**src/hw/rtl/qft_pkg.sv**
```systemverilog
// Types, constants and helper functions of the quoted field tokenizer.
package qft_pkg;

    localparam int NUM_DELIMS      = 4;
    localparam int NUM_QUOTE_PAIRS = 4;
    localparam int REG_SLOTS       = 4;   // byte slots held by one 32-bit register
    localparam int APB_AW          = 4;
    localparam int APB_DW          = 32;

    localparam logic [7:0] CH_ESC = 8'h5C;
    localparam logic [7:0] CH_EOL = 8'h0A;
    localparam logic [7:0] CH_EOS = 8'h00;

    localparam logic [1:0] REG_DELIM = 2'd0;
    localparam logic [1:0] REG_OPEN  = 2'd1;
    localparam logic [1:0] REG_CLOSE = 2'd2;
    localparam logic [1:0] REG_OPTS  = 2'd3;

    localparam int OPT_EMPTY_DELIM = 0;
    localparam int OPT_EMPTY_FINAL = 1;

    typedef enum logic [1:0] {
        STAT_OK        = 2'd0,
        STAT_NO_CLOSE  = 2'd1,
        STAT_NO_OPEN   = 2'd2,
        STAT_BAD_ESC   = 2'd3
    } t_status;

    typedef enum logic [5:0] {
        MODE_DELIM      = 6'b000001,
        MODE_NORMAL     = 6'b000010,
        MODE_BLOCK      = 6'b000100,
        MODE_FROM_BLOCK = 6'b001000,
        MODE_ESCAPE     = 6'b010000,
        MODE_DISCARD    = 6'b100000
    } t_mode;

    typedef struct packed {
        logic [31:0] delim;
        logic [31:0] open_q;
        logic [31:0] close_q;
        logic [1:0]  opts;
    } t_cfg;

    typedef struct packed {
        logic       delim;
        logic       open_hit;
        logic [7:0] open_close;
        logic       close_hit;
    } t_match;

    typedef struct packed {
        logic       char_valid;
        logic [7:0] out_char;
        logic       token_end;
        logic       run_end;
        t_status    status;
    } t_result;

    // Slots past the register's four bytes read as unused.
    function automatic logic [7:0] slot_byte(input logic [31:0] r, input int i);
        logic [7:0] b;
        b = 8'h00;
        if (i < REG_SLOTS) begin
            b = r[8*i +: 8];
        end
        return b;
    endfunction

    function automatic logic [7:0] translate(input logic [7:0] c);
        logic [7:0] t;
        unique case (c)
            8'h61:   t = 8'h07;  // a -> BEL
            8'h65:   t = 8'h1B;  // e -> ESC
            8'h72:   t = 8'h0D;  // r -> CR
            8'h74:   t = 8'h09;  // t -> TAB
            8'h6E:   t = 8'h0A;  // n -> LF
            default: t = c;
        endcase
        return t;
    endfunction

endpackage

```
**src/hw/rtl/qft_if.sv**
```systemverilog
// Stream interfaces for the character input and the token result output.
interface qft_in_if;
    logic       valid;
    logic       ready;
    logic [7:0] ch;

    modport source (output valid, output ch, input ready);
    modport sink   (input valid, input ch, output ready);
endinterface

interface qft_out_if;
    logic       valid;
    logic       ready;
    logic       char_valid;
    logic [7:0] out_char;
    logic       token_end;
    logic       run_end;
    logic [1:0] status;

    modport source (output valid, output char_valid, output out_char, output token_end,
                    output run_end, output status, input ready);
    modport sink   (input valid, input char_valid, input out_char, input token_end,
                    input run_end, input status, output ready);
endinterface

```
**src/hw/rtl/quoted_field_tokenizer.sv**
```systemverilog
// Top level of the quoted field tokenizer: input register, parser, result register.
// A word accepted into the input register passes the parse step into the result register
// that drives o_out, once that register is free; silent characters give no result word.
// Throughput: one character word per cycle while the result register can take it.
// A result waiting on o_out holds the parse step; intake stays open while the input
// register is empty. Reset: synchronous active-low i_rst_n clears both valid bits,
// the parse state and the configuration registers (space delimiter, no quotes).
module quoted_field_tokenizer (
    input  logic                       i_clk,
    input  logic                       i_rst_n,
    qft_in_if.sink                     i_in,
    qft_out_if.source                  o_out,
    input  logic                       psel,
    input  logic                       penable,
    input  logic                       pwrite,
    input  logic [qft_pkg::APB_AW-1:0] paddr,
    input  logic [qft_pkg::APB_DW-1:0] pwdata,
    output logic [qft_pkg::APB_DW-1:0] prdata,
    output logic                       pready
);

    qft_pkg::t_cfg    cfg;
    qft_pkg::t_match  match;
    qft_pkg::t_result step_res;
    logic             step_has;

    // input register: one accepted character waiting for the parse step
    logic             r_in_valid;
    logic [7:0]       r_in_ch;

    // result register: one finished word waiting for the sink
    logic             r_out_valid;
    qft_pkg::t_result r_out;

    logic             advance;

    qft_apb_regs u_regs (
        .i_clk   (i_clk),
        .i_rst_n (i_rst_n),
        .psel    (psel),
        .penable (penable),
        .pwrite  (pwrite),
        .paddr   (paddr),
        .pwdata  (pwdata),
        .prdata  (prdata),
        .pready  (pready),
        .o_cfg   (cfg)
    );

    // compares run on the registered character
    qft_match u_match (
        .i_ch    (r_in_ch),
        .i_cfg   (cfg),
        .o_match (match)
    );

    // Parse step fires when a character is held and the result slot is free
    // or being emptied this cycle. Silent characters (quotes, backslash,
    // skipped delimiters, discarded input) step without loading a result.
    assign advance = r_in_valid && (!r_out_valid || o_out.ready);

    qft_core u_core (
        .i_clk        (i_clk),
        .i_rst_n      (i_rst_n),
        .i_step       (advance),
        .i_ch         (r_in_ch),
        .i_opts       (cfg.opts),
        .i_match      (match),
        .o_has_result (step_has),
        .o_result     (step_res)
    );

    // intake stays open whenever the held character moves on this cycle
    assign i_in.ready = !r_in_valid || advance;

    always_ff @(posedge i_clk) begin
        if (!i_rst_n) begin
            r_in_valid <= 1'b0;
        end else if (i_in.valid && i_in.ready) begin
            r_in_valid <= 1'b1;
        end else if (advance) begin
            r_in_valid <= 1'b0;
        end
    end

    always_ff @(posedge i_clk) begin
        if (i_in.valid && i_in.ready) begin
            r_in_ch <= i_in.ch;
        end
    end

    always_ff @(posedge i_clk) begin
        if (!i_rst_n) begin
            r_out_valid <= 1'b0;
        end else if (advance) begin
            r_out_valid <= step_has;
        end else if (o_out.ready) begin
            r_out_valid <= 1'b0;
        end
    end

    always_ff @(posedge i_clk) begin
        if (advance && step_has) begin
            r_out <= step_res;
        end
    end

    assign o_out.valid      = r_out_valid;
    assign o_out.char_valid = r_out.char_valid;
    assign o_out.out_char   = r_out.out_char;
    assign o_out.token_end  = r_out.token_end;
    assign o_out.run_end    = r_out.run_end;
    assign o_out.status     = r_out.status;

endmodule

```
**src/hw/rtl/qft_apb_regs.sv**
```systemverilog
// APB configuration registers: delimiters, quote pairs and options.
module qft_apb_regs (
    input  logic                       i_clk,
    input  logic                       i_rst_n,
    input  logic                       psel,
    input  logic                       penable,
    input  logic                       pwrite,
    input  logic [qft_pkg::APB_AW-1:0] paddr,
    input  logic [qft_pkg::APB_DW-1:0] pwdata,
    output logic [qft_pkg::APB_DW-1:0] prdata,
    output logic                       pready,
    output qft_pkg::t_cfg              o_cfg
);

    qft_pkg::t_cfg r_cfg;
    logic          wr_en;
    logic [1:0]    reg_idx;

    assign pready  = 1'b1;
    assign wr_en   = psel && penable && pwrite;
    assign reg_idx = paddr[3:2];

    always_ff @(posedge i_clk) begin
        if (!i_rst_n) begin
            r_cfg.delim   <= 32'd32;
            r_cfg.open_q  <= '0;
            r_cfg.close_q <= '0;
            r_cfg.opts    <= '0;
        end else if (wr_en) begin
            unique case (reg_idx)
                qft_pkg::REG_DELIM: r_cfg.delim   <= pwdata;
                qft_pkg::REG_OPEN:  r_cfg.open_q  <= pwdata;
                qft_pkg::REG_CLOSE: r_cfg.close_q <= pwdata;
                qft_pkg::REG_OPTS:  r_cfg.opts    <= pwdata[1:0];
            endcase
        end
    end

    always_comb begin
        unique case (reg_idx)
            qft_pkg::REG_DELIM: prdata = r_cfg.delim;
            qft_pkg::REG_OPEN:  prdata = r_cfg.open_q;
            qft_pkg::REG_CLOSE: prdata = r_cfg.close_q;
            qft_pkg::REG_OPTS:  prdata = {30'd0, r_cfg.opts};
        endcase
    end

    assign o_cfg = r_cfg;

endmodule

```
**src/hw/rtl/qft_match.sv**
```systemverilog
// Parallel compare of one character against the delimiter and quote slots.
module qft_match (
    input  logic [7:0]     i_ch,
    input  qft_pkg::t_cfg  i_cfg,
    output qft_pkg::t_match o_match
);

    logic [7:0] b;
    logic       nz;

    always_comb begin
        o_match = '0;
        nz = (i_ch != qft_pkg::CH_EOS);
        for (int i = 0; i < qft_pkg::NUM_DELIMS; i++) begin
            b = qft_pkg::slot_byte(i_cfg.delim, i);
            if (nz && b != 8'h00 && b == i_ch) o_match.delim = 1'b1;
        end
        // descending walk so the lowest matching slot wins
        for (int i = qft_pkg::NUM_QUOTE_PAIRS - 1; i >= 0; i--) begin
            b = qft_pkg::slot_byte(i_cfg.open_q, i);
            if (nz && b != 8'h00 && b == i_ch) begin
                o_match.open_hit   = 1'b1;
                o_match.open_close = qft_pkg::slot_byte(i_cfg.close_q, i);
            end
        end
        for (int i = 0; i < qft_pkg::NUM_QUOTE_PAIRS; i++) begin
            b = qft_pkg::slot_byte(i_cfg.close_q, i);
            if (nz && b != 8'h00 && b == i_ch) o_match.close_hit = 1'b1;
        end
    end

endmodule

```
**src/hw/rtl/qft_core.sv**
```systemverilog
// Parse state machine: one character in, at most one result out per step.
module qft_core (
    input  logic             i_clk,
    input  logic             i_rst_n,
    input  logic             i_step,
    input  logic [7:0]       i_ch,
    input  logic [1:0]       i_opts,
    input  qft_pkg::t_match  i_match,
    output logic             o_has_result,
    output qft_pkg::t_result o_result
);

    qft_pkg::t_mode r_mode,     n_mode;
    logic           r_esc_ret,  n_esc_ret;
    logic [7:0]     r_exp_close, n_exp_close;
    logic           r_nonempty, n_nonempty;

    logic       do_normal;
    logic       do_finish;
    logic       do_append;
    logic [7:0] app_ch;

    always_comb begin
        n_mode       = r_mode;
        n_esc_ret    = r_esc_ret;
        n_exp_close  = r_exp_close;
        n_nonempty   = r_nonempty;
        o_has_result = 1'b0;
        o_result     = '0;
        do_normal    = 1'b0;
        do_finish    = 1'b0;
        do_append    = 1'b0;
        app_ch       = i_ch;

        unique case (r_mode)
            qft_pkg::MODE_DELIM: begin
                if (i_match.delim) begin
                    if (i_opts[qft_pkg::OPT_EMPTY_DELIM]) begin
                        o_has_result       = 1'b1;
                        o_result.token_end = 1'b1;
                    end
                end else begin
                    do_normal = 1'b1;
                end
            end
            qft_pkg::MODE_NORMAL: begin
                do_normal = 1'b1;
            end
            qft_pkg::MODE_BLOCK: begin
                if (i_ch == qft_pkg::CH_ESC) begin
                    n_esc_ret = 1'b1;
                    n_mode    = qft_pkg::MODE_ESCAPE;
                end else if (i_ch == qft_pkg::CH_EOS) begin
                    do_finish        = 1'b1;
                    o_has_result     = 1'b1;
                    o_result.run_end = 1'b1;
                    o_result.status  = qft_pkg::STAT_NO_CLOSE;
                end else if (r_exp_close != 8'h00 && i_ch == r_exp_close) begin
                    n_mode = qft_pkg::MODE_FROM_BLOCK;
                end else begin
                    do_append = 1'b1;
                end
            end
            qft_pkg::MODE_FROM_BLOCK: begin
                // an adjacent opening quote merges into the same token
                if (i_match.open_hit) begin
                    n_exp_close = i_match.open_close;
                    n_mode      = qft_pkg::MODE_BLOCK;
                end else begin
                    do_normal = 1'b1;
                end
            end
            qft_pkg::MODE_ESCAPE: begin
                if (i_ch == qft_pkg::CH_EOS) begin
                    do_finish        = 1'b1;
                    o_has_result     = 1'b1;
                    o_result.run_end = 1'b1;
                    o_result.status  = qft_pkg::STAT_BAD_ESC;
                end else begin
                    n_mode    = r_esc_ret ? qft_pkg::MODE_BLOCK : qft_pkg::MODE_NORMAL;
                    do_append = 1'b1;
                    app_ch    = qft_pkg::translate(i_ch);
                end
            end
            qft_pkg::MODE_DISCARD: begin
                if (i_ch == qft_pkg::CH_EOS) do_finish = 1'b1;
            end
            default: begin
                n_mode = qft_pkg::MODE_DELIM;
            end
        endcase

        if (do_normal) begin
            n_mode = qft_pkg::MODE_NORMAL;
            priority if (i_ch == qft_pkg::CH_ESC) begin
                n_esc_ret = 1'b0;
                n_mode    = qft_pkg::MODE_ESCAPE;
            end else if (i_ch == qft_pkg::CH_EOS || i_ch == qft_pkg::CH_EOL) begin
                do_finish          = 1'b1;
                o_has_result       = 1'b1;
                o_result.token_end = r_nonempty || i_opts[qft_pkg::OPT_EMPTY_FINAL];
                o_result.run_end   = 1'b1;
            end else if (i_match.delim) begin
                n_nonempty         = 1'b0;
                n_mode             = qft_pkg::MODE_DELIM;
                o_has_result       = 1'b1;
                o_result.token_end = 1'b1;
            end else if (i_match.open_hit) begin
                n_exp_close = i_match.open_close;
                n_nonempty  = 1'b1;
                n_mode      = qft_pkg::MODE_BLOCK;
            end else if (i_match.close_hit) begin
                do_finish        = 1'b1;
                o_has_result     = 1'b1;
                o_result.run_end = 1'b1;
                o_result.status  = qft_pkg::STAT_NO_OPEN;
            end else begin
                do_append = 1'b1;
            end
        end

        if (do_append) begin
            n_nonempty          = 1'b1;
            o_has_result        = 1'b1;
            o_result.char_valid = 1'b1;
            o_result.out_char   = app_ch;
        end

        if (do_finish) begin
            n_mode      = (i_ch == qft_pkg::CH_EOS) ? qft_pkg::MODE_DELIM
                                                    : qft_pkg::MODE_DISCARD;
            n_esc_ret   = 1'b0;
            n_exp_close = 8'h00;
            n_nonempty  = 1'b0;
        end
    end

    always_ff @(posedge i_clk) begin
        if (!i_rst_n) begin
            r_mode      <= qft_pkg::MODE_DELIM;
            r_esc_ret   <= 1'b0;
            r_exp_close <= 8'h00;
            r_nonempty  <= 1'b0;
        end else if (i_step) begin
            r_mode      <= n_mode;
            r_esc_ret   <= n_esc_ret;
            r_exp_close <= n_exp_close;
            r_nonempty  <= n_nonempty;
        end
    end

endmodule

```
**src/flat_wrapper.sv**
```systemverilog
// flat-port wrapper written by rule: the top's interface ports become plain ports
module quoted_field_tokenizer_flat 
  (i_clk, i_rst_n, psel, penable, pwrite, paddr, pwdata, prdata, pready, i_in_valid, i_in_ch, i_in_ready, o_out_valid, o_out_char_valid, o_out_out_char, o_out_token_end, o_out_run_end, o_out_status, o_out_ready);
  qft_in_if i_in_i ();
  qft_out_if o_out_i ();
  input  logic i_clk;
  input  logic i_rst_n;
  input  logic psel;
  input  logic penable;
  input  logic pwrite;
  input  logic [qft_pkg::APB_AW-1:0] paddr;
  input  logic [qft_pkg::APB_DW-1:0] pwdata;
  output logic [qft_pkg::APB_DW-1:0] prdata;
  output logic pready;
  input wire logic [$bits(i_in_i.valid)-1:0] i_in_valid;
  input wire logic [$bits(i_in_i.ch)-1:0] i_in_ch;
  output wire logic [$bits(i_in_i.ready)-1:0] i_in_ready;
  output wire logic [$bits(o_out_i.valid)-1:0] o_out_valid;
  output wire logic [$bits(o_out_i.char_valid)-1:0] o_out_char_valid;
  output wire logic [$bits(o_out_i.out_char)-1:0] o_out_out_char;
  output wire logic [$bits(o_out_i.token_end)-1:0] o_out_token_end;
  output wire logic [$bits(o_out_i.run_end)-1:0] o_out_run_end;
  output wire logic [$bits(o_out_i.status)-1:0] o_out_status;
  input wire logic [$bits(o_out_i.ready)-1:0] o_out_ready;
  assign i_in_i.valid = i_in_valid;
  assign i_in_i.ch = i_in_ch;
  assign i_in_ready = i_in_i.ready;
  assign o_out_valid = o_out_i.valid;
  assign o_out_char_valid = o_out_i.char_valid;
  assign o_out_out_char = o_out_i.out_char;
  assign o_out_token_end = o_out_i.token_end;
  assign o_out_run_end = o_out_i.run_end;
  assign o_out_status = o_out_i.status;
  assign o_out_i.ready = o_out_ready;
  quoted_field_tokenizer u_core (.i_clk(i_clk), .i_rst_n(i_rst_n), .i_in(i_in_i), .o_out(o_out_i), .psel(psel), .penable(penable), .pwrite(pwrite), .paddr(paddr), .pwdata(pwdata), .prdata(prdata), .pready(pready));
endmodule
```
**config.mk**
```make
export PLATFORM = sky130hd
export DESIGN_NAME = quoted_field_tokenizer_flat
export DESIGN_NICKNAME = d
export VERILOG_FILES = /design/src/hw/rtl/qft_pkg.sv /design/src/hw/rtl/qft_if.sv /design/src/hw/rtl/quoted_field_tokenizer.sv /design/src/hw/rtl/qft_apb_regs.sv /design/src/hw/rtl/qft_match.sv /design/src/hw/rtl/qft_core.sv /design/src/flat_wrapper.sv
export SDC_FILE = /design/constraint.sdc
export NUM_CORES = 1
export LEC_CHECK = 0
export BUFFER_PORTS_ARGS = -buffer_cell sky130_fd_sc_hd__buf_2
export CORE_AREA = 2 2 169 171
export DETAILED_ROUTE_END_ITERATION = 16
export DIE_AREA = 0 0 171 173
export PLACE_DENSITY_LB_ADDON = 0.1
export SLEW_MARGIN = 15
export SYNTH_ARGS = -nofsm -noshare
export SYNTH_HDL_FRONTEND = slang
export SYNTH_SLANG_ARGS = --single-unit
```
**constraint.sdc**
```tcl
create_clock -name i_clk -period 4.15 [get_ports i_clk]
set_input_delay 0 -clock i_clk [delete_from_list [all_inputs] [get_ports i_clk]]
set_output_delay 0 -clock i_clk [all_outputs]
set_load 0.01 [all_outputs]
```
==> summary.md, run 1 <==
| Metric | Value |
|---|---|
| Area share of the largest cell type after synthesis | between 20% and 30% |
| Hold path cells | 3 |
| CTS tree | built |
| GRT Overall Usage | approximately a fifth |
| Final setup vio count | 0 |
| FP Rows | between 60 and 70 |
| Final WL | around 29 mm |
| Critical path data required time | 4.51 ns |
| Clk Latency, worst-skew pair | about 0.42 ns |
| Crit path DAT | around 4.0 ns |
| IO Pins | 99 |
| Setup TNS | 0 ns |
| Pre-CTS setup slack | around 0.60 ns |
| Via count | around 7,400 |
| Vias in the first global route | 7,561 |
| Global-route wire length before repair | 45.0 mm |
| Static Leakage | ~3.8 nW |
| Worst-path maximum fanout | 17 |
| Fill cell count | 2,949 |
| Avg Inst Size Synth | 8.25 um2 |
| Share of post-route cells with drive strength above 1 | between 10% and 20% |
| Post-DP HPWL | approximately 20 mm |
| Post-synthesis sequential element count | 137 |
| Netlist cell types | 71 |
| Die X | 171 um |
| Synth area leader | dfxtp_1 |
| CP Launch Type | register |
| Final hold vios | 0 |
| Crit. Startpoint | u_core.r_in_ch[4] |
| TritonCTS buffer count | 17 |
| Fin Clk Skew | 0.0165 ns |
| Largest net degree at the start of global routing | 66 |
| Crit. End Element | register |
| Total clock sinks | about 140 |
| Peak supply drop | 0.211 mV |
| Crit share post-route | between 80 and 90% |
| R2R depth | 11 |
| Worst setup margin | 0.550 ns |
| Design area | between 9000 and 10,000 um2 |
| Grt ovf | 0 |
| Measured slew at the worst slew-check pin | between 0.9 and 1 ns |
| Post-Synthesis Cells | 990 |
| Number of synthesized flops with an enable pin | 21 |
| Port bufs | 95 |
| Placer Congestion | between 0.8 and 0.9 |
| Synth-to-layout area growth | 22.2% |
| H-tree levels | 4 |
| Clk buf depth | 2 |
| Seq/Total Area, Yosys | between 30 and 40% |
| Slew HR | around 37% |
| Hold Slack | roughly 0.065 ns |
| Top FF cell, synth | dfxtp_1 |
| Clock-pin slew on the worst setup and hold paths | about 0.060 ns |
| Hold path start | o_out_ready |
| Nets | 1,152 |
| Most common cell in the synthesized netlist | nand2_1 |
| RSZ-0062 raised after global routing | no |
| Antenna diodes | 0 |
| Highest clock rate | between 200 and 300 MHz |
| Synth Cell Area | ~8200 um2 |
| Pre-antenna DRT Iters | 5 |
| Synth area leaders | dfxtp_1, nand2_1, xor2_1 |
| Post-layout power | roughly 3.4 mW |
| FFs w/ async S/R, synth | 0% |
| Die height | 173 um |
| Hold WC Path Type | primary input to register |
| FF-to-FF Start | u_core.r_in_ch[4] |
| # DRC | 0 |
| Core ar. | around 28,000 um2 |
| Drt wl/cell | between 15 and 20 um |
| R2r setup slk | between 0.5 and 0.6 ns |
| Post-Synthesis Net Count | 1,041 |
| Post_cts resized | 0 |
| Crit path time final | roughly 3.6 ns |
| Antenna viol nets, final | 0 |
| Max-Cap Viols | 0 |
| Area of placed instances | around 9000 um2 |
| Run status | finished, final reports clean |
| Post-CTS Setup Inserts | 0 |
| Post-synth top cells | nand2_1, dfxtp_1, a21boi_0 |
| Vias per cell | between 4 and 5 |
| Pwr dens | 340 nW/um2 |
| Final Max Slew Viols | 0 |
| Initial antenna violation count | 0 |
| WS Path Type | register to register |
| Yosys warns | 0 |
| Starting Density | around 30% |
| Root Buffer | clkbuf_16 |
| Initial detailed-routing violation count | 380 |
| Die area | roughly 30,000 um2 |
-- path summary, 6_finish.rpt --
kind / end
worst min-delay path: u_core.o_out.valid
worst max-delay path: u_core.u_core.r_exp_close[5]
worst max register to register: u_core.u_core.r_exp_close[5]
worst min register to register: u_core.u_core.r_nonempty
-- final cells by class --
type                       count  area [um2]  share of cell area (%)
clock buffer                  18         429                    4.30
multi-input combinational    771        4830                    48.3
sequential                   137        2950                    29.6
inverter                      11        41.3                   0.413
timing repair buffer         163        1090                    10.9
tap                          378         473                    4.74
clock inverter                14         171                    1.72
-- through the flow --
| step | cells | util (%) |
|---|---|---|
| after detailed placement | 1418 | 32.4 |
| after global placement | 1418 | 32.4 |
| final | 1492 | 36.1 |
| after floorplan | 990 | - |
| after CTS | 1492 | 36.1 |
| after global routing | 1492 | 36.1 |
-- cells by family (layout without fill, tap and decap cells) --
family | count (synthesis) | in the layout | synth area share, %
buf+inv | 82 | 206 | 5.01
compound gates | 229 | 229 | 20.0
simple gates | 401 | 401 | 22.8
flops | 137 | 137 | 36.1
xor+xnor | 102 | 102 | 11.0
other cells | 1 | 1 | 0.0459
mux | 38 | 38 | 5.02
-- metal layers --
layer / part of all wire, % / GRT usage, % / vias up
met3: 3.8 / 3.14 / 40
met2: 47 / 32.4 / 166
met4: 2.1 / 6.11 / 0
met1: 47 / 26.5 / 3537
li1: - / - / 3670
met5: 0 / 0 / -
-- where the power goes --
part | total (mW) | internal [mW] | switching [mW]
clock network | 1.58 | 0.950 | 0.633
logic | 0.374 | 0.166 | 0.208
registers | 1.44 | 1.38 | 0.0551
-- flip-flops by register name (all words and copies together) (netlist names) --
signal / cells
u_core.o_out.status: 2
u_core.o_out.char_valid: 1
u_core.u_core.r_nonempty: 1
u_core.o_out.run_end: 1
u_core.r_in_valid: 1
u_core.o_out.token_end: 1
u_core.o_out.valid: 1
u_core.u_core.r_exp_close: 8
u_core.u_core.r_esc_ret: 1
u_core.r_in_ch: 8
u_core.o_out.out_char: 8
u_core.u_core.r_mode: 6
u_core.u_regs.o_cfg: 98
-- layout by cell type, fill, tap and decap left out, types with 4 or more instances in the layout --
master and instances:
a2111oi_0 4, a211oi_1 5, a21boi_0 100, a21oi_1 24, a221o_1 4, a22o_1 9
and3_1 4, buf_2 95, buf_4 26, clkbuf_16 17, dfxtp_1 116, dlygate4sd3_1 42
edfxtp_1 21, inv_1 10, mux2_2 4, mux2i_1 32, nand2_1 257, nand2b_1 5
nand3_1 7, nand4_1 9, nor2_1 27, nor2b_1 6, nor3_1 15, nor4_1 35
o211ai_1 10, o21ai_0 47, or3_1 4, xnor2_1 14, xor2_1 87
-- timing repair --
item / CTS / global route
hold buffers: 42 / 0
setup endpoints to repair: 0 / 0
hold endpoints to repair: 107 / 0
-- worst max-delay path: stages, from the launching register on --
cell      delay (ns)
edfxtp_1        0.85
buf_4           0.36
and4bb_1        0.25
nor4b_4         0.43
nor2_1          0.16
o21ai_2         0.28
inv_1           0.10
a41oi_1         0.24
o31a_4          0.24
nand4_4         0.17
nor2_4          0.27
a22o_1          0.16
(Power assumes the default switching activity.)
==> inputs of run 2 (changes only) <==
Settings changed: CORE_AREA 2 2 169 171 to 2 2 171 173, DIE_AREA 0 0 171 173 to 0 0 173 175, SYNTH_HIERARCHICAL from default to 1.
==> run 2 against run 1 <==
Effect of this change:
- via count is 1.4% lower
- worst setup slack worse by 0.15 ns
- routed wire length is 0.92% lower
- register-to-register slack worse by 0.15 ns
- power is 3.3% higher
- critical path type unchanged
- final cell count is 2.2% lower
- core utilization is 0.21 points higher
==> summary.md, run 2 <==
| Metric | Value |
|---|---|
| Port bufs | 95 (unchanged) |
| Number of synthesized flops with an enable pin | 21 (unchanged) |
| Top Metal Used | met4 |
| Post-DP HPWL | 20.7 mm (+3.9%) |
| Worst-path maximum fanout | 13 (-4) |
| Sw Pwr | 0.957 mW (+6.8%) |
| Netlist cell types | 84 (+18%) |
| Synth-to-layout area growth | 22.2% (about the same) |
| Die area | 30,300 um2 (+2.3%) |
| Antenna diodes | 0 (unchanged) |
| Vias in the first global route | 7,392 (-2.2%) |
| Initial detailed-routing violation count | 395 (+3.9%) |
| Share of post-route cells with drive strength above 1 | 18.0% (+1.3 points) |
| Root Buffer | clkbuf_16 |
| GRT Overall Usage | 18.9% (-0.91 points) |
| Final WL | 28.5 mm (-0.92%) |
| # DRC | 0 (unchanged) |
| Pwr dens | 340 nW/um2 (about the same) |
| Share of power burned in registers | 41.1% (-1.2 points) |
| Seq/Total Area, Yosys | 35.0% (-1.2 points) |
| Clk buf depth | 2 (unchanged) |
| Via count | 7,306 (-1.4%) |
| Routed wl met2 | 14.1 mm (+3.4%) |
| WL met3 | 1.07 mm (-2.5%) |
| Total clock sinks | 137 (unchanged) |
| Core ar. | 28,400 um2 (+2.8%) |
| Post-synthesis sequential element count | 137 (unchanged) |
| WS Path Type | register to register |
| Fin Clk Skew | 0.0136 ns (-0.00290 ns) |
| Area share of the largest cell type after synthesis | 27.5% (-0.91 points) |
| Avg Inst Size Synth | 8.95 um2 (+8.5%) |
| Crit path time final | 3.75 ns (+0.146 ns) |
| Max-Cap Viols | 0 (unchanged) |
| Commonest non-fill, non-tap cells in the layout | nand2_1, mux2i_1, dfxtp_1 |
| Nets | 1,115 (-3.2%) |
| Setup TNS | 0 ns (unchanged) |
| Slew HR | 36.4% (-0.39 points) |
| Clk network pwr share | 44.0% (-2.6 points) |
| Crit share post-route | 90.3% (+3.5 points) |
| Logic gate share of total power | 14.9% (+3.9 points) |
| Pre-antenna DRT Iters | 5 (unchanged) |
| Post-Synthesis Net Count | 994 (-4.5%) |
| Measured slew at the worst slew-check pin | 0.952 ns (+0.00384 ns) |
| Hold Slack | 0.133 ns (+0.0675 ns) |
| Most common cell in the synthesized netlist | nand2_1 |
| Worst setup margin | 0.404 ns (-0.146 ns) |
| Post-layout power | 3.51 mW (+3.3%) |
| Die X | 173 um (+1.2%) |
| Highest clock rate | 267 MHz (-3.9%) |
| Synth Cell Area | 8440 um2 (+3.3%) |
| Hold WC Path Type | primary input to register |
| Drt wl/cell | 19.6 um (+1.3%) |
| Hold path cells | 4 (+1) |
| Vias per cell | 5.01 (+0.79%) |
| H-tree levels | 4 (unchanged) |
| Final hold vios | 0 (unchanged) |
| Synth area leaders | dfxtp_1, mux2i_1, nand2_1 |
| Yosys warns | 6 (+6) |
| Commonest non-fill, non-tap cell in the layout | nand2_1 |
| Initial antenna violation count | 0 (unchanged) |
| Die height | 175 um (+1.2%) |
| Synth area leader | dfxtp_1 |
| Area of placed instances | 9300 um2 (+3.7%) |
| Static Leakage | 3.97 nW (+3.7%) |
| Clock-pin slew on the worst setup and hold paths | 0.06 ns (about the same) |
| CP Launch Type | register |
| Post-Synthesis Cells | 943 (-4.7%) |
| Final core occ | 36.4% (+0.21 points) |
| Global-route wire length before repair | 43.9 mm (-2.3%) |
| Post-synth top cells | nand2_1, mux2i_1, dfxtp_1 |
| Largest net degree at the start of global routing | 74 (+12%) |
| CTS tree | built |
| R2R depth | 15 (+4) |
| Antenna viol nets, final | 0 (unchanged) |
| Pre-CTS setup slack | 0.192 ns (-0.407 ns) |
| Met1 Wirelength | 12.7 mm (-5.5%) |
| Placed cells | 1,386 (-2.3%) |
| Final setup vio count | 0 (unchanged) |
| Clk Latency, worst-skew pair | 0.43 ns (about the same) |
| Crit. End Element | register |
| RSZ-0062 raised after global routing | no |
| Post-Layout Cell Count | 1,459 (-2.2%) |
| Placer Congestion | 0.842 (+0.75%) |
| Max reg flops | 98 (unchanged) |
| Starting Density | 29.7% (+0.16 points) |
| IO Pins | 99 (unchanged) |
| R2r setup slk | 0.40 ns (-0.15 ns) |
| Grt ovf | 0 (unchanged) |
| Fill cell count | 2,977 (+0.95%) |
| TritonCTS buffer count | 17 (unchanged) |
| Final Max Slew Viols | 0 (unchanged) |
| Critical path data required time | 4.32 ns (-0.19 ns) |
| Top FF cell, synth | dfxtp_1 |
| FFs w/ async S/R, synth | 0% (unchanged) |
| Run status | finished, final reports clean |
| Pint | 2.55 mW (+2.0%) |
| Peak supply drop | 0.243 mV (+15%) |
| Crit path DAT | 3.92 ns (-0.04 ns) |
| Sw Ratio | 27.3% (+0.90 points) |
| Design area | 10,300 um2 (+3.4%) |
| FP Rows | 62 (+1.6%) |
-- run 2: changes by cell type in the layout (fill, tap and decap cells not counted), moves of 8 or more --
cell      delta
a21boi_0   -100
nand4_1     +13
mux2i_1    +102
nand2_1     -73
nor4_1       -8
buf_4        +8
xnor2_1     +38
xor2_1      -38
a22o_1       -8
o21ai_1     +13
-- run 2: kinds of logic after synthesis --
family	count (synthesis)	share of synthesized area (%)
AO/OA/AOI/OAI	147	11.5
XOR/XNOR	101	10.5
flip-flops	137	35.0
other	1	0.0444
multiplexers	136	16.4
buffers and inverters	83	5.38
AND/OR/NAND/NOR	338	21.2
-- run 2: path summary, 6_finish.rpt --
kind                                start                           end
max                     u_core/r_in_ch[6]      u_core/o_out.out_char[6]
max reg2reg             u_core/r_in_ch[6]      u_core/o_out.out_char[6]
min                               penable        u_core/u_regs/o_cfg[1]
min reg2reg  u_core/u_core/r_exp_close[3]  u_core/u_core/r_exp_close[3]
-- run 2: what timing repair did --
item,in CTS,in global routing
hold endpoints to repair,108,0
resized for setup,0,0
buffers inserted,0,0
hold buffers,43,0
-- run 2: worst max-delay path: stages (launching register included) --
cell and delay [ns]:
edfxtp_1 0.52, buf_4 0.25, xnor2_1 0.17, nand4_1 0.09
nor4_1 0.19, o21ai_0 0.26, o311a_1 0.21, o21ai_0 0.17
nor3b_1 0.12, o21a_1 0.22, o211ai_1 0.31, o31ai_4 0.14
or4b_1 0.53, nand2_1 0.10, nor2_1 0.04, buf_4 0.19
-- run 2: power groups by stage --
stage | registers [mW] | clock network, mW | logic, mW
floorplan | 1.45 | 0 | 0.337
global placement | 1.47 | 0 | 0.494
detailed placement | 1.47 | 0 | 0.492
CTS | 1.44 | 1.58 | 0.525
global route | 1.45 | 1.64 | 0.568
finish | 1.44 | 1.54 | 0.523
-- run 2: layout make-up --
type	instances	area [um2]	area share, %
Multi-Input combinational cell	723	5060	49.1
Sequential cell	137	2950	28.6
Timing Repair Buffer	173	1200	11.6
Tap cell	384	480	4.66
Clock buffer	20	468	4.53
Clock inverter	10	115	1.12
Inverter	12	45.0	0.436
-- run 2: layer usage --
metal / global-route usage, % / vias up
met5: 0 / -
met4: 6.36 / 0
met3: 3.35 / 39
met2: 33.1 / 174
met1: 23.3 / 3509
li1: - / 3584
==> inputs of run 3 (changes only) <==
Settings changed: REMOVE_ABC_BUFFERS from default to 1.
==> run 3 against run 2 <==
Effect of this change:
- core utilization is 0.053 points lower
- routed wire length down 1.8%
- combinational power hardly changed
- first-iteration DRC count rose by 20%
- global-route usage fell by 0.26 points
- clock skew shrank 0.0036 ns
- register-to-register slack worse by 0.05 ns
- cell area is 0.15% lower
- worst hold slack improved by 0.013 ns
- final cell count fell by 0.34%
- critical path depth is 2 lower
==> summary.md, run 3 (synthesis gave the netlist of run 2 again) <==
| Metric | Value |
|---|---|
| Run status | finished, final reports clean |
| Grt ovf | 0 (unchanged) |
| Core ar. | 28,400 um2 (unchanged) |
| Final setup vio count | 0 (unchanged) |
| Hold WC Path Type | primary input to register |
| Worst-path maximum fanout | 18 (+5) |
| Nets | 1,108 (-0.63%) |
| Highest clock rate | 263 MHz (-1.4%) |
| Port bufs | 95 (unchanged) |
| Crit share post-route | 91.6% (+1.3 points) |
| Die X | 173 um (unchanged) |
| Commonest non-fill, non-tap cell in the layout | nand2_1 |
| Max-Cap Viols | 0 (unchanged) |
| Clk Latency, worst-skew pair | 0.43 ns (about the same) |
| Die area | 30,300 um2 (unchanged) |
| Hold Slack | 0.145 ns (+0.0125 ns) |
| Largest net degree at the start of global routing | 79 (+6.8%) |
| Logic gate share of total power | 15.3% (+0.4 points) |
| Vias per cell | 5.02 (+0.21%) |
| Commonest non-fill, non-tap cells in the layout | nand2_1, mux2i_1, dfxtp_1 |
| Total clock sinks | 137 (unchanged) |
| Placed cells | 1,379 (-0.51%) |
| Max reg flops | 98 (unchanged) |
| Drt wl/cell | 19.3 um (-1.4%) |
| Post-CTS Setup Inserts | 0 (unchanged) |
| TritonCTS buffer count | 17 (unchanged) |
| Clk network pwr share | 42.7% (-1.3 points) |
| Antenna viol nets, final | 0 (unchanged) |
| Fin Clk Skew | 0.00996 ns (-0.00364 ns) |
| WS Path Type | register to register |
| Peak supply drop | 0.231 mV (-4.8%) |
| Final hold vios | 0 (unchanged) |
| Measured slew at the worst slew-check pin | 1.03 ns (+0.0770 ns) |
| Final Max Slew Viols | 0 (unchanged) |
| Global-route wire length before repair | 43.8 mm (-0.25%) |
| Placer Congestion | 0.789 (-6.3%) |
| Vias in the first global route | 7,332 (-0.81%) |
| Via count | 7,296 (-0.14%) |
| Antenna diodes | 0 (unchanged) |
| Crit path time final | 3.80 ns (+0.0534 ns) |
| Die height | 175 um (unchanged) |
| RSZ-0062 raised after global routing | no |
| Design area | 10,300 um2 (-0.15%) |
| Static Leakage | 3.95 nW (-0.56%) |
| Clk buf depth | 2 (unchanged) |
| IO Pins | 99 (unchanged) |
| H-tree levels | 4 (unchanged) |
| Initial antenna violation count | 0 (unchanged) |
| Pwr dens | 332 nW/um2 (-2.3%) |
| Post-Layout Cell Count | 1,454 (-0.34%) |
| Clock-pin slew on the worst setup and hold paths | 0.06 ns (about the same) |
| Sw Pwr | 0.974 mW (+1.7%) |
| Setup TNS | 0 ns (unchanged) |
| # DRC | 0 (unchanged) |
| Crit path DAT | 3.92 ns (about the same) |
| Share of power burned in registers | 42.0% (+0.9 points) |
| FP Rows | 62 (unchanged) |
| Area of placed instances | 9320 um2 (+0.24%) |
| Crit. End Element | register |
| CTS tree | built |
| Fill cell count | 3,001 (+0.81%) |
| Synth-to-layout area growth | 22.1% |
| Slew HR | 31.3% (-5.1 points) |
| Share of post-route cells with drive strength above 1 | 17.5% (-0.48 points) |
| Pre-antenna DRT Iters | 6 (+1) |
| Root Buffer | clkbuf_16 |
| Post-DP HPWL | 19.5 mm (-6.0%) |
| Sw Ratio | 28.5% (+1.2 points) |
| Post_cts resized | 0 (unchanged) |
| CP Launch Type | register |
| Initial detailed-routing violation count | 475 (+20%) |
| Pint | 2.45 mW (-4.0%) |
| Starting Density | 29.7% (unchanged) |
| Critical path data required time | 4.28 ns (-0.04 ns) |
| Final WL | 28.0 mm (-1.8%) |
| GRT Overall Usage | 18.6% (-0.26 points) |
| Post-layout power | 3.42 mW (-2.4%) |
==> run 3: path summary, 6_finish.rpt <==
kind | from | to | slack [ns] | cells past startpoint
max | u_core/r_in_ch[6] | u_core/o_out.out_char[5] | 0.35 | 13
min | penable | u_core/u_regs/o_cfg[1] | 0.15 | 4
max reg2reg | u_core/r_in_ch[6] | u_core/o_out.out_char[5] | 0.35 | 13
min reg2reg | u_core/u_core/r_exp_close[5] | u_core/u_core/r_exp_close[5] | 0.48 | 2
==> run 3: what timing repair did <==
action	4_1_cts	5_1_grt
hold buffers	43	0
endpoints found under the hold margin	108	0
endpoints found under the setup margin	0	0
==> run 3: per-stage QoR <==
step / util [%] / setup WS [ns]
5_1_grt: 36.3 / 0.185
2_1_floorplan: - / -0.167
4_1_cts: 36.3 / 0.346
3_5_place_dp: 32.8 / 0.350
6_report: 36.3 / 0.350
3_3_place_gp: 32.8 / 0.422
==> run 3: area by class of cell <==
class	count	area (um2)	share of cell area, %
multi-input cells	723	5050	49.0
flip-flops and latches	137	2950	28.7
repair buffers	166	1220	11.8
clock buffers	22	485	4.71
well taps	384	480	4.66
clock inverters	10	68.8	0.668
inverters	12	45.0	0.437
==> run 3: worst max-delay path, stage by stage, from the launching register on <==
cell	delay, ns
edfxtp_1	0.47
buf_12	0.22
or3_4	0.35
nor4b_4	0.46
nor4_1	0.17
or2_4	0.27
nand2b_1	0.20
and3b_1	0.26
o211ai_1	0.15
o31ai_4	0.40
or4b_1	0.18
nand2_1	0.06
nor2_1	0.09
buf_4	0.21
==> run 3: power by group through the flow <==
stage	Clock, mW	Sequential, mW	Combinational, mW
global placement	0	1.47	0.497
detailed placement	0	1.47	0.493
global route	1.54	1.44	0.570
finish	1.46	1.44	0.523
floorplan	0	1.49	0.251
CTS	1.50	1.44	0.525
==> run 3: per-layer routing <==
layer	GRT usage [%]	vias to the layer above	wire, um	part of all wire (%)
met1	24.8	3536	13300	47
met4	4.31	0	278	0.99
met5	0	-	0	0
li1	-	3577	-	-
met2	31.2	167	13400	48
met3	3.42	16	1040	3.7
